## src/shash_pkg.sv

```systemverilog
// ----------------------------------------------------------------------------
// shash_pkg
// Round constants, initial hash values and the SHA-256 mixing functions
// shared by the stream hasher.
// ----------------------------------------------------------------------------
`default_nettype none

package shash_pkg;

    localparam int unsigned BLOCK_WORDS = 16;
    localparam int unsigned HASH_WORDS  = 8;
    localparam int unsigned ROUNDS      = 64;

    localparam logic [7:0] PAD_BYTE  = 8'h80;
    localparam logic [5:0] LEN_START = 6'd56;
    localparam logic [5:0] LAST_SLOT = 6'd63;
    localparam logic [5:0] LAST_ROUND = 6'd63;
    localparam logic [2:0] LAST_WORD_IDX = 3'd7;
    localparam logic [63:0] BITS_PER_BYTE = 64'd8;

    localparam logic [31:0] ROUND_K [ROUNDS] = '{
        32'h428a2f98, 32'h71374491, 32'hb5c0fbcf, 32'he9b5dba5,
        32'h3956c25b, 32'h59f111f1, 32'h923f82a4, 32'hab1c5ed5,
        32'hd807aa98, 32'h12835b01, 32'h243185be, 32'h550c7dc3,
        32'h72be5d74, 32'h80deb1fe, 32'h9bdc06a7, 32'hc19bf174,
        32'he49b69c1, 32'hefbe4786, 32'h0fc19dc6, 32'h240ca1cc,
        32'h2de92c6f, 32'h4a7484aa, 32'h5cb0a9dc, 32'h76f988da,
        32'h983e5152, 32'ha831c66d, 32'hb00327c8, 32'hbf597fc7,
        32'hc6e00bf3, 32'hd5a79147, 32'h06ca6351, 32'h14292967,
        32'h27b70a85, 32'h2e1b2138, 32'h4d2c6dfc, 32'h53380d13,
        32'h650a7354, 32'h766a0abb, 32'h81c2c92e, 32'h92722c85,
        32'ha2bfe8a1, 32'ha81a664b, 32'hc24b8b70, 32'hc76c51a3,
        32'hd192e819, 32'hd6990624, 32'hf40e3585, 32'h106aa070,
        32'h19a4c116, 32'h1e376c08, 32'h2748774c, 32'h34b0bcb5,
        32'h391c0cb3, 32'h4ed8aa4a, 32'h5b9cca4f, 32'h682e6ff3,
        32'h748f82ee, 32'h78a5636f, 32'h84c87814, 32'h8cc70208,
        32'h90befffa, 32'ha4506ceb, 32'hbef9a3f7, 32'hc67178f2
    };

    localparam logic [31:0] INIT_HASH [HASH_WORDS] = '{
        32'h6a09e667, 32'hbb67ae85, 32'h3c6ef372, 32'ha54ff53a,
        32'h510e527f, 32'h9b05688c, 32'h1f83d9ab, 32'h5be0cd19
    };

    function automatic logic [31:0] rotr(input logic [31:0] x, input int unsigned n);
        rotr = (x >> n) | (x << (32 - n));
    endfunction

    function automatic logic [31:0] big_sigma0(input logic [31:0] x);
        big_sigma0 = rotr(x, 2) ^ rotr(x, 13) ^ rotr(x, 22);
    endfunction

    function automatic logic [31:0] big_sigma1(input logic [31:0] x);
        big_sigma1 = rotr(x, 6) ^ rotr(x, 11) ^ rotr(x, 25);
    endfunction

    function automatic logic [31:0] small_sigma0(input logic [31:0] x);
        small_sigma0 = rotr(x, 7) ^ rotr(x, 18) ^ (x >> 3);
    endfunction

    function automatic logic [31:0] small_sigma1(input logic [31:0] x);
        small_sigma1 = rotr(x, 17) ^ rotr(x, 19) ^ (x >> 10);
    endfunction

endpackage

`default_nettype wire

```

## src/sha256_stream_hasher_top.sv

```systemverilog
// ----------------------------------------------------------------------------
// sha256_stream_hasher_top
// Byte-serial SHA-256: collects 64-byte blocks, compresses each with one
// round unit reused for every round, pads the message and returns the digest.
// ----------------------------------------------------------------------------
//  channel | direction | handshake            | payload
//  --------+-----------+----------------------+-----------------------------------
//  in      | input     | in_valid / in_ready  | data_byte, last_byte
//  out     | output    | out_valid / out_ready| digest_word, word_index, last_word
//
// Bytes are accepted one per cycle while in_ready is high. The 64th byte of
// a block starts the compression: every round passes through the single round
// unit (ST_ROUND), then ST_ADD folds the working words into the chaining words.
// After the final byte the pad and length bytes are written one per cycle,
// with one or two compressions, then eight digest words follow.
// in_ready is low during every compression, and from the final byte until the
// last digest word is taken; a stalled out_ready holds the current word. Reset
// loads the initial hash and clears the fill level and bit count.
`default_nettype none

module sha256_stream_hasher_top
    import shash_pkg::*;
(
    input  wire logic        clk,
    input  wire logic        rst_n,
    input  wire logic        in_valid,
    output logic             in_ready,
    input  wire logic [7:0]  data_byte,
    input  wire logic        last_byte,
    output logic             out_valid,
    input  wire logic        out_ready,
    output logic [31:0]      digest_word,
    output logic [2:0]       word_index,
    output logic             last_word
);

    typedef enum logic [2:0] {
        ST_IDLE,
        ST_ROUND,
        ST_ADD,
        ST_PAD,
        ST_OUT
    } state_t;

    state_t      state_reg;
    logic [5:0]  fill_reg;
    logic [63:0] bits_reg;
    logic [5:0]  round_reg;
    logic [2:0]  word_reg;
    logic        pad_busy_reg;
    logic        pad_first_reg;
    logic        len_phase_reg;
    logic        len_done_reg;

    logic [31:0] h_reg [HASH_WORDS];
    logic [31:0] v_reg [HASH_WORDS];
    logic [31:0] w_reg [BLOCK_WORDS];

    logic        in_accept;
    logic        byte_we;
    logic        len_byte;
    logic        block_full;
    logic [7:0]  pad_byte;
    logic [7:0]  byte_val;
    logic [31:0] t1;
    logic [31:0] t2;
    logic [31:0] ch;
    logic [31:0] maj;
    logic [31:0] w_next;

    assign in_ready    = (state_reg == ST_IDLE);
    assign in_accept   = in_valid && in_ready;
    assign out_valid   = (state_reg == ST_OUT);
    assign digest_word = h_reg[0];
    assign word_index  = word_reg;
    assign last_word   = (word_reg == LAST_WORD_IDX);

    // Once the pad byte is in, the length goes into the last eight slots of the
    // first block that reaches slot 56.
    assign len_byte = (state_reg == ST_PAD) && !pad_first_reg
                      && (len_phase_reg || fill_reg == LEN_START);

    always_comb
    begin
        if (pad_first_reg)
        begin
            pad_byte = PAD_BYTE;
        end
        else if (len_byte)
        begin
            pad_byte = bits_reg[{~fill_reg[2:0], 3'b000} +: 8];
        end
        else
        begin
            pad_byte = 8'h00;
        end
    end

    assign byte_we    = in_accept || (state_reg == ST_PAD);
    assign byte_val   = (state_reg == ST_IDLE) ? data_byte : pad_byte;
    assign block_full = byte_we && (fill_reg == LAST_SLOT);

    // One compression round and one schedule step per cycle.
    assign ch  = (v_reg[4] & v_reg[5]) ^ (~v_reg[4] & v_reg[6]);
    assign maj = (v_reg[0] & v_reg[1]) ^ (v_reg[0] & v_reg[2]) ^ (v_reg[1] & v_reg[2]);
    assign t1  = v_reg[7] + big_sigma1(v_reg[4]) + ch + ROUND_K[round_reg] + w_reg[0];
    assign t2  = big_sigma0(v_reg[0]) + maj;
    assign w_next = small_sigma1(w_reg[14]) + w_reg[9] + small_sigma0(w_reg[1]) + w_reg[0];

    always_ff @(posedge clk or negedge rst_n)
    begin
        if (!rst_n)
        begin
            state_reg     <= ST_IDLE;
            fill_reg      <= '0;
            bits_reg      <= '0;
            round_reg     <= '0;
            word_reg      <= '0;
            pad_busy_reg  <= 1'b0;
            pad_first_reg <= 1'b0;
            len_phase_reg <= 1'b0;
            len_done_reg  <= 1'b0;
            for (int i = 0; i < HASH_WORDS; i++)
            begin
                h_reg[i] <= INIT_HASH[i];
            end
        end
        else
        begin
            unique case (state_reg)
                ST_IDLE:
                begin
                    if (in_accept)
                    begin
                        fill_reg <= fill_reg + 6'd1;
                        bits_reg <= bits_reg + BITS_PER_BYTE;
                        if (last_byte)
                        begin
                            pad_busy_reg  <= 1'b1;
                            pad_first_reg <= 1'b1;
                        end
                        if (block_full)
                        begin
                            state_reg <= ST_ROUND;
                        end
                        else if (last_byte)
                        begin
                            state_reg <= ST_PAD;
                        end
                    end
                end
                ST_PAD:
                begin
                    fill_reg      <= fill_reg + 6'd1;
                    pad_first_reg <= 1'b0;
                    if (len_byte)
                    begin
                        len_phase_reg <= 1'b1;
                        if (fill_reg == LAST_SLOT)
                        begin
                            len_done_reg <= 1'b1;
                        end
                    end
                    if (block_full)
                    begin
                        state_reg <= ST_ROUND;
                    end
                end
                ST_ROUND:
                begin
                    // The counter wraps to zero after the last round.
                    round_reg <= round_reg + 6'd1;
                    if (round_reg == LAST_ROUND)
                    begin
                        state_reg <= ST_ADD;
                    end
                end
                ST_ADD:
                begin
                    for (int i = 0; i < HASH_WORDS; i++)
                    begin
                        h_reg[i] <= h_reg[i] + v_reg[i];
                    end
                    if (len_done_reg)
                    begin
                        state_reg <= ST_OUT;
                        word_reg  <= '0;
                    end
                    else if (pad_busy_reg)
                    begin
                        state_reg <= ST_PAD;
                    end
                    else
                    begin
                        state_reg <= ST_IDLE;
                    end
                end
                ST_OUT:
                begin
                    if (out_ready)
                    begin
                        // Shift the digest out and the initial hash in behind it.
                        for (int i = 0; i < HASH_WORDS - 1; i++)
                        begin
                            h_reg[i] <= h_reg[i + 1];
                        end
                        h_reg[HASH_WORDS - 1] <= INIT_HASH[word_reg];
                        word_reg <= word_reg + 3'd1;
                        if (word_reg == LAST_WORD_IDX)
                        begin
                            state_reg     <= ST_IDLE;
                            bits_reg      <= '0;
                            pad_busy_reg  <= 1'b0;
                            len_phase_reg <= 1'b0;
                            len_done_reg  <= 1'b0;
                        end
                    end
                end
                default:
                begin
                    state_reg <= ST_IDLE;
                end
            endcase
        end
    end

    // Block words and working variables carry no reset.
    always_ff @(posedge clk)
    begin
        if (byte_we)
        begin
            w_reg[fill_reg[5:2]][{~fill_reg[1:0], 3'b000} +: 8] <= byte_val;
        end
        else if (state_reg == ST_ROUND)
        begin
            for (int i = 0; i < BLOCK_WORDS - 1; i++)
            begin
                w_reg[i] <= w_reg[i + 1];
            end
            w_reg[BLOCK_WORDS - 1] <= w_next;
        end

        if (block_full)
        begin
            for (int i = 0; i < HASH_WORDS; i++)
            begin
                v_reg[i] <= h_reg[i];
            end
        end
        else if (state_reg == ST_ROUND)
        begin
            v_reg[0] <= t1 + t2;
            v_reg[1] <= v_reg[0];
            v_reg[2] <= v_reg[1];
            v_reg[3] <= v_reg[2];
            v_reg[4] <= v_reg[3] + t1;
            v_reg[5] <= v_reg[4];
            v_reg[6] <= v_reg[5];
            v_reg[7] <= v_reg[6];
        end
    end

endmodule

`default_nettype wire

```

## config.mk

```make
export PLATFORM = sky130hd
export DESIGN_NAME = sha256_stream_hasher_top
export DESIGN_NICKNAME = d
export VERILOG_FILES = /design/src/shash_pkg.sv /design/src/sha256_stream_hasher_top.sv
export SDC_FILE = /design/constraint.sdc
export NUM_CORES = 2
export LEC_CHECK = 0
export ABC_AREA = 1
export BUFFER_PORTS_ARGS = -buffer_cell sky130_fd_sc_hd__buf_2
export CAP_MARGIN = 15
export CORE_MARGIN = 8
export CORE_UTILIZATION = 40
export CTS_CLUSTER_DIAMETER = 50
export DETAILED_ROUTE_END_ITERATION = 8
export PLACE_DENSITY = 0.64
export SLEW_MARGIN = 20
export SYNTH_ARGS = -nofsm -noshare
export SYNTH_HDL_FRONTEND = slang
export SYNTH_SLANG_ARGS = --single-unit
```

## constraint.sdc

```tcl
create_clock -name clk -period 9.5 [get_ports clk]
set_input_delay 1.425 -clock clk [delete_from_list [all_inputs] [get_ports clk]]
set_output_delay 1.425 -clock clk [all_outputs]
set_load 0.01 [all_outputs]
```

; Word level (Yosys, flattened, before mapping)
; Memories as Yosys holds them, arrays and structs flattened.
; Cells that the tools add are included.
[op_classes]
add_sub_neg = 23
magnitude_cmp = 2
n_eq_ne = 18
shifts = 3
n_mux = 59
bitwise_logic = 39
reduce_logical = 22
[op_table]
columns = operator, n
row1 = 32-bit adder, 18
row2 = 256-bit one-hot mux with 2 select lines, 1
row3 = 32-bit two-way mux, 15
row4 = 32-bit bitwise XOR, 9
row5 = 256-bit two-way mux, 1
row6 = 64-bit two-way mux, 3
row7 = 32-bit bitwise AND, 5
row8 = 64-bit one-hot mux with 2 select lines, 1
row9 = 64-bit by 4-bit adder with 64-bit output (second input constant), 1
row10 = 64-bit by 7-bit variable part select with 8-bit output, 1
row11 = 32-bit NOT, 1
row12 = 10-bit by 32-bit bitwise OR with 32-bit output, 1
row13 = 13-bit by 32-bit bitwise OR with 32-bit output, 1
row14 = 14-bit by 32-bit bitwise OR with 32-bit output, 1
row15 = 15-bit by 32-bit bitwise OR with 32-bit output, 1
row16 = 19-bit by 32-bit bitwise OR with 32-bit output, 1
row17 = 21-bit by 32-bit bitwise OR with 32-bit output, 1
row18 = 25-bit by 32-bit bitwise OR with 32-bit output, 1
row19 = 26-bit by 32-bit bitwise OR with 32-bit output, 1
row20 = 30-bit by 32-bit bitwise OR with 32-bit output, 1
row21 = 7-bit by 32-bit bitwise OR with 32-bit output, 1
row22 = 32-bit OR reduction, 1
row23 = 8-bit by 7-bit variable shift with 32-bit output (first input constant), 1
row24 = 8-bit by 7-bit variable part select with 32-bit output, 1
row25 = other kinds (39), 97
[totals]
ff_bits = 342
mem_bits_rw = 768
mem_bits_ro = 2304
out_inout_bits = 38
memories = 4
[mem_list]
columns = name, words, word_bits, read_ports, rd_ports_with_merged_regs, write_ports, line_no
row1 = (no name shown), 64, 32, 1, 0, 0, sha256_stream_hasher_top.sv:106  ; assign t1 = v_reg[7] + big_sigma1(v_reg[4]) + ch + ROUND_K[round_reg] + w_reg[0];
row2 = w_reg, 16, 32, 16, 0, 16, sha256_stream_hasher_top.sv:57  ; logic [31:0] w_reg [BLOCK_WORDS];
row3 = (no name shown), 8, 32, 1, 0, 0, sha256_stream_hasher_top.sv:207  ; h_reg[HASH_WORDS - 1] <= INIT_HASH[word_reg];
row4 = v_reg, 8, 32, 8, 0, 8, sha256_stream_hasher_top.sv:56  ; logic [31:0] v_reg [HASH_WORDS];

; Longest topological paths before layout
; An unclocked memory read counts as a cell.
[depth]
depth_word = 10
mapped_depth = 44
ltp_nobuf = 43

; Worst setup path before layout
; Ideal clock, no wire load.
[synth_timing]
path_kind = input to register
startpoint = input port in_valid
endpoint = memory v_reg[0][0], enable pin
setup_ns = 1.963
arrival_ns = 6.111
setup_slack_ns = 1.426
cell_stages = 5
cell_sequence = nand2_1 > nand2_4 > nand4_2 > clkbuf_1 > nand2_1
[synth_lines]
columns = element, line_no
row1 = start: declaration, sha256_stream_hasher_top.sv:26  ; input wire logic in_valid,
row2 = end: declaration, sha256_stream_hasher_top.sv:56

==> results_dict.tcl <==
set metrics [dict create \
    syn_to_final_growth_pct 10.2 \
    row_count 167 \
    grt_pass1_vias 73300 \
    final.fill_count 20700 \
    crit_end "v_reg[0][30]" \
    final_hold_viol_count 0 \
    dr.pass1.iters 7 \
    cts.clk_slew.worst_paths_ns 0.06 \
    min_path_type "reg2reg" \
    outcome "finished clean" \
    crit_type "reg2reg" \
    grt.overflow.total 0 \
    slowest_stage "dfrtp_1" \
    place_congestion 1.01 \
    synth_top_family_by_area "simple AND/OR/NAND/NOR gates" \
    r2r_end "v_reg[0][30]" \
    met3_length_um 27600 \
    crit_fanout 12 \
    wl_met2_um 157000 \
    synthFlopType "edfxtp_1" \
    ys_seq_elements 1107 \
    cts_setup_buffers 0 \
    highest_layer "met5" \
    fmax_ghz 0.112 \
    min_period_over_period 0.939 \
    synth_mux_area_frac 0.00569 \
    worstSkewPairLatency_ns 0.86 \
    async_flop_share 0.306 \
    ys_seq_area_frac 0.384 \
    synthXorXnorAreaFrac 0.0448 \
    dpl.hpwl_um 274000 \
    slew_headroom 0.108 \
    vias 77100 \
    synth_compound_area_frac 0.133 \
    grt_use_total 0.306 \
    drt_iter0_drc 8601 \
    reg2reg_slack_ns 0.58 \
    synth_area_um2 82700 \
    netlist.area_leader.share 0.279 \
    worstPathArrival_ns 9.49 \
    h-tree-depth 4 \
    die_w_um 471 \
    die_h_um 471 \
    timing.final.max_slew_violations 0 \
    synthAdderAreaFrac 0.111 \
    cp.required_ns 10.06 \
    yosys_warnings 0 \
    cts_hold_buf 0 \
    finalSetupTns_ns 0 \
    viasPerCell 5.73 \
    antenna_found_initial 13 \
    maxCapViolCount 0 \
    cts_resized 0 \
    io_pins 51 \
    synth_cell_type_count 70 \
    max_stage_delay_ns 0.57 \
    drive_gt1_frac 0.0631 \
    synth_edf_count 768 \
    drc 0 \
    worst_slew_pin_slew_ns 1.34 \
    start_util 0.401 \
    io_buffer_count 50 \
    cp-startpoint "round_reg[0]" \
    cts_made_buffers 161 \
    cts_buffer_depth 3 \
    wl_met1_um 148000 \
    r2r_cells 34 \
    crit_path_start_kind "flop" \
    ant_nets 0 \
    post_drt_wl_per_cell_um 26.3 \
    die_area_um2 221000 \
    syn-instance-count 10700 \
    finClkSkew_ns 0.0967 \
    synthTopCellsByArea "edfxtp_1 28%, nand2_1 14%, dfrtp_1 6.1%, ha_1 6.1%, inv_1 5.8%" \
    synthesis.nets 11300 \
    cts-root-buf "clkbuf_16" \
    rr_startpoint "round_reg[0]" \
    nets 11200 \
    fin_crit_ns 8.92 \
    placeableCoreArea_um2 206000 \
    numClockSinks 1107 \
    routed_wl_um 353000 \
    syn_area_per_cell_um2 7.72 \
    synth-simple-area-share 0.239 \
    setup_viol 0 \
    grt_max_degree 216 \
    largest_reg_flops 512 \
    rsz0062_at_grt "false" \
    end_kind "flop" \
    cts_tree "yes" \
    grt_pass1_wl_um 508000 \
    synth.largest_area_cell "edfxtp_1" \
]
synth_stat cells, types with 21 or more instances:
cell type	count
nand2_1	3096
inv_1	1281
o21ai_0	954
edfxtp_1	768
nor2_1	740
nand3_1	586
a21oi_1	573
ha_1	406
clkbuf_1	266
xor2_1	233
dfrtp_1	203
fa_1	195
xnor2_1	190
nand4_1	142
dfstp_2	136
o211ai_1	121
nor3_1	99
buf_2	84
o21bai_1	65
o22ai_1	52
a21o_1	50
o21a_1	38
buf_4	35
mux2_2	29
a31oi_1	28
buf_1	25
or2_2	25
maj3_1	23
and3_1	21
nand3b_1	21
per-layer routing:
metal | global-route usage | vias up
met5 | 0.000216 | -
met4 | 0.147 | 8
met3 | 0.0512 | 713
met2 | 0.482 | 3668
met1 | 0.410 | 37500
li1 | - | 35200
stage by stage:
| stage | util | cell area, um2 | instances | hold WS (ns) | worst slack, ns |
|---|---|---|---|---|---|
| finish | 0.442 | 91100 | 13400 | 0.491 | 0.575 |
| CTS | 0.442 | 91100 | 13400 | 0.484 | 0.643 |
| floorplan | - | 82700 | 10700 | 0.458 | 1.43 |
| global route | 0.442 | 91100 | 13400 | 0.510 | 0.00436 |
| detailed placement | 0.414 | 85300 | 13100 | 0.473 | 0.700 |
| global placement | 0.414 | 85300 | 13100 | 0.470 | 0.654 |
layout make-up:
class / instances / area, um2 / share of cell area
Multi-Input combinational cell: 7880 / 44200 / 0.485
Sequential cell: 1107 / 31700 / 0.348
Inverter: 1292 / 4860 / 0.0534
Clock buffer: 189 / 4180 / 0.0459
Tap cell: 2704 / 3380 / 0.0371
Clock inverter: 114 / 1560 / 0.0172
Timing Repair Buffer: 158 / 1150 / 0.0126
Antenna cell: 5 / 12.5 / 0.000137
how the worst min path moves through the flow:
stage	startpoint	endpoint	depth (start not counted)
2_1_floorplan	h_reg[28]	h_reg[28]	2
3_3_place_gp	h_reg[60]	h_reg[60]	2
3_5_place_dp	h_reg[60]	h_reg[60]	2
4_1_cts	h_reg[60]	h_reg[60]	2
5_1_grt	h_reg[201]	h_reg[201]	2
6_report	h_reg[60]	h_reg[60]	2
critical path: cells and delay by family, from the launching register on:
family / cells / cell delay [ns]
adders and majority gates: 8 / 3.55
DFF: 1 / 0.57
AOI/OAI and AO/OA: 5 / 1.35
and+or+nand+nor: 13 / 1.79
xor gates and xnor gates: 1 / 0.52
buffers and inverters: 7 / 0.84
placed cells by master, fill, tap and decap left out, types with 52 or more instances in the layout:
cell type / Yosys / routed
o211ai_1: 121 / 121
a21oi_1: 573 / 573
dfstp_2: 136 / 136
fa_1: 195 / 195
nand2_1: 3096 / 3093
o22ai_1: 52 / 52
inv_1: 1281 / 1281
dfrtp_1: 203 / 202
buf_4: 35 / 102
o21bai_1: 65 / 65
edfxtp_1: 768 / 768
nand4_1: 142 / 142
xnor2_1: 190 / 190
clkbuf_16: 0 / 161
ha_1: 406 / 406
o21ai_0: 954 / 924
nor2_1: 740 / 740
nand3_1: 586 / 586
nor3_1: 99 / 99
xor2_1: 233 / 233
logic make-up (layout without fill, tap and decap cells):
kind of cell               count (synthesis)  count (layout)
xor gates and xnor gates                 423             423
other                                      0               5
buffers and inverters                   1717            1753
adders and majority gates                624             624
muxes                                     43              43
DFF                                     1107            1107
AOI/OAI and AO/OA                       1984            1984
and+or+nand+nor                         4806            4806
Power is left out: the tool's default activity adds up to more than one toggle a clock period on the data nets, which glitch-free logic cannot reach.
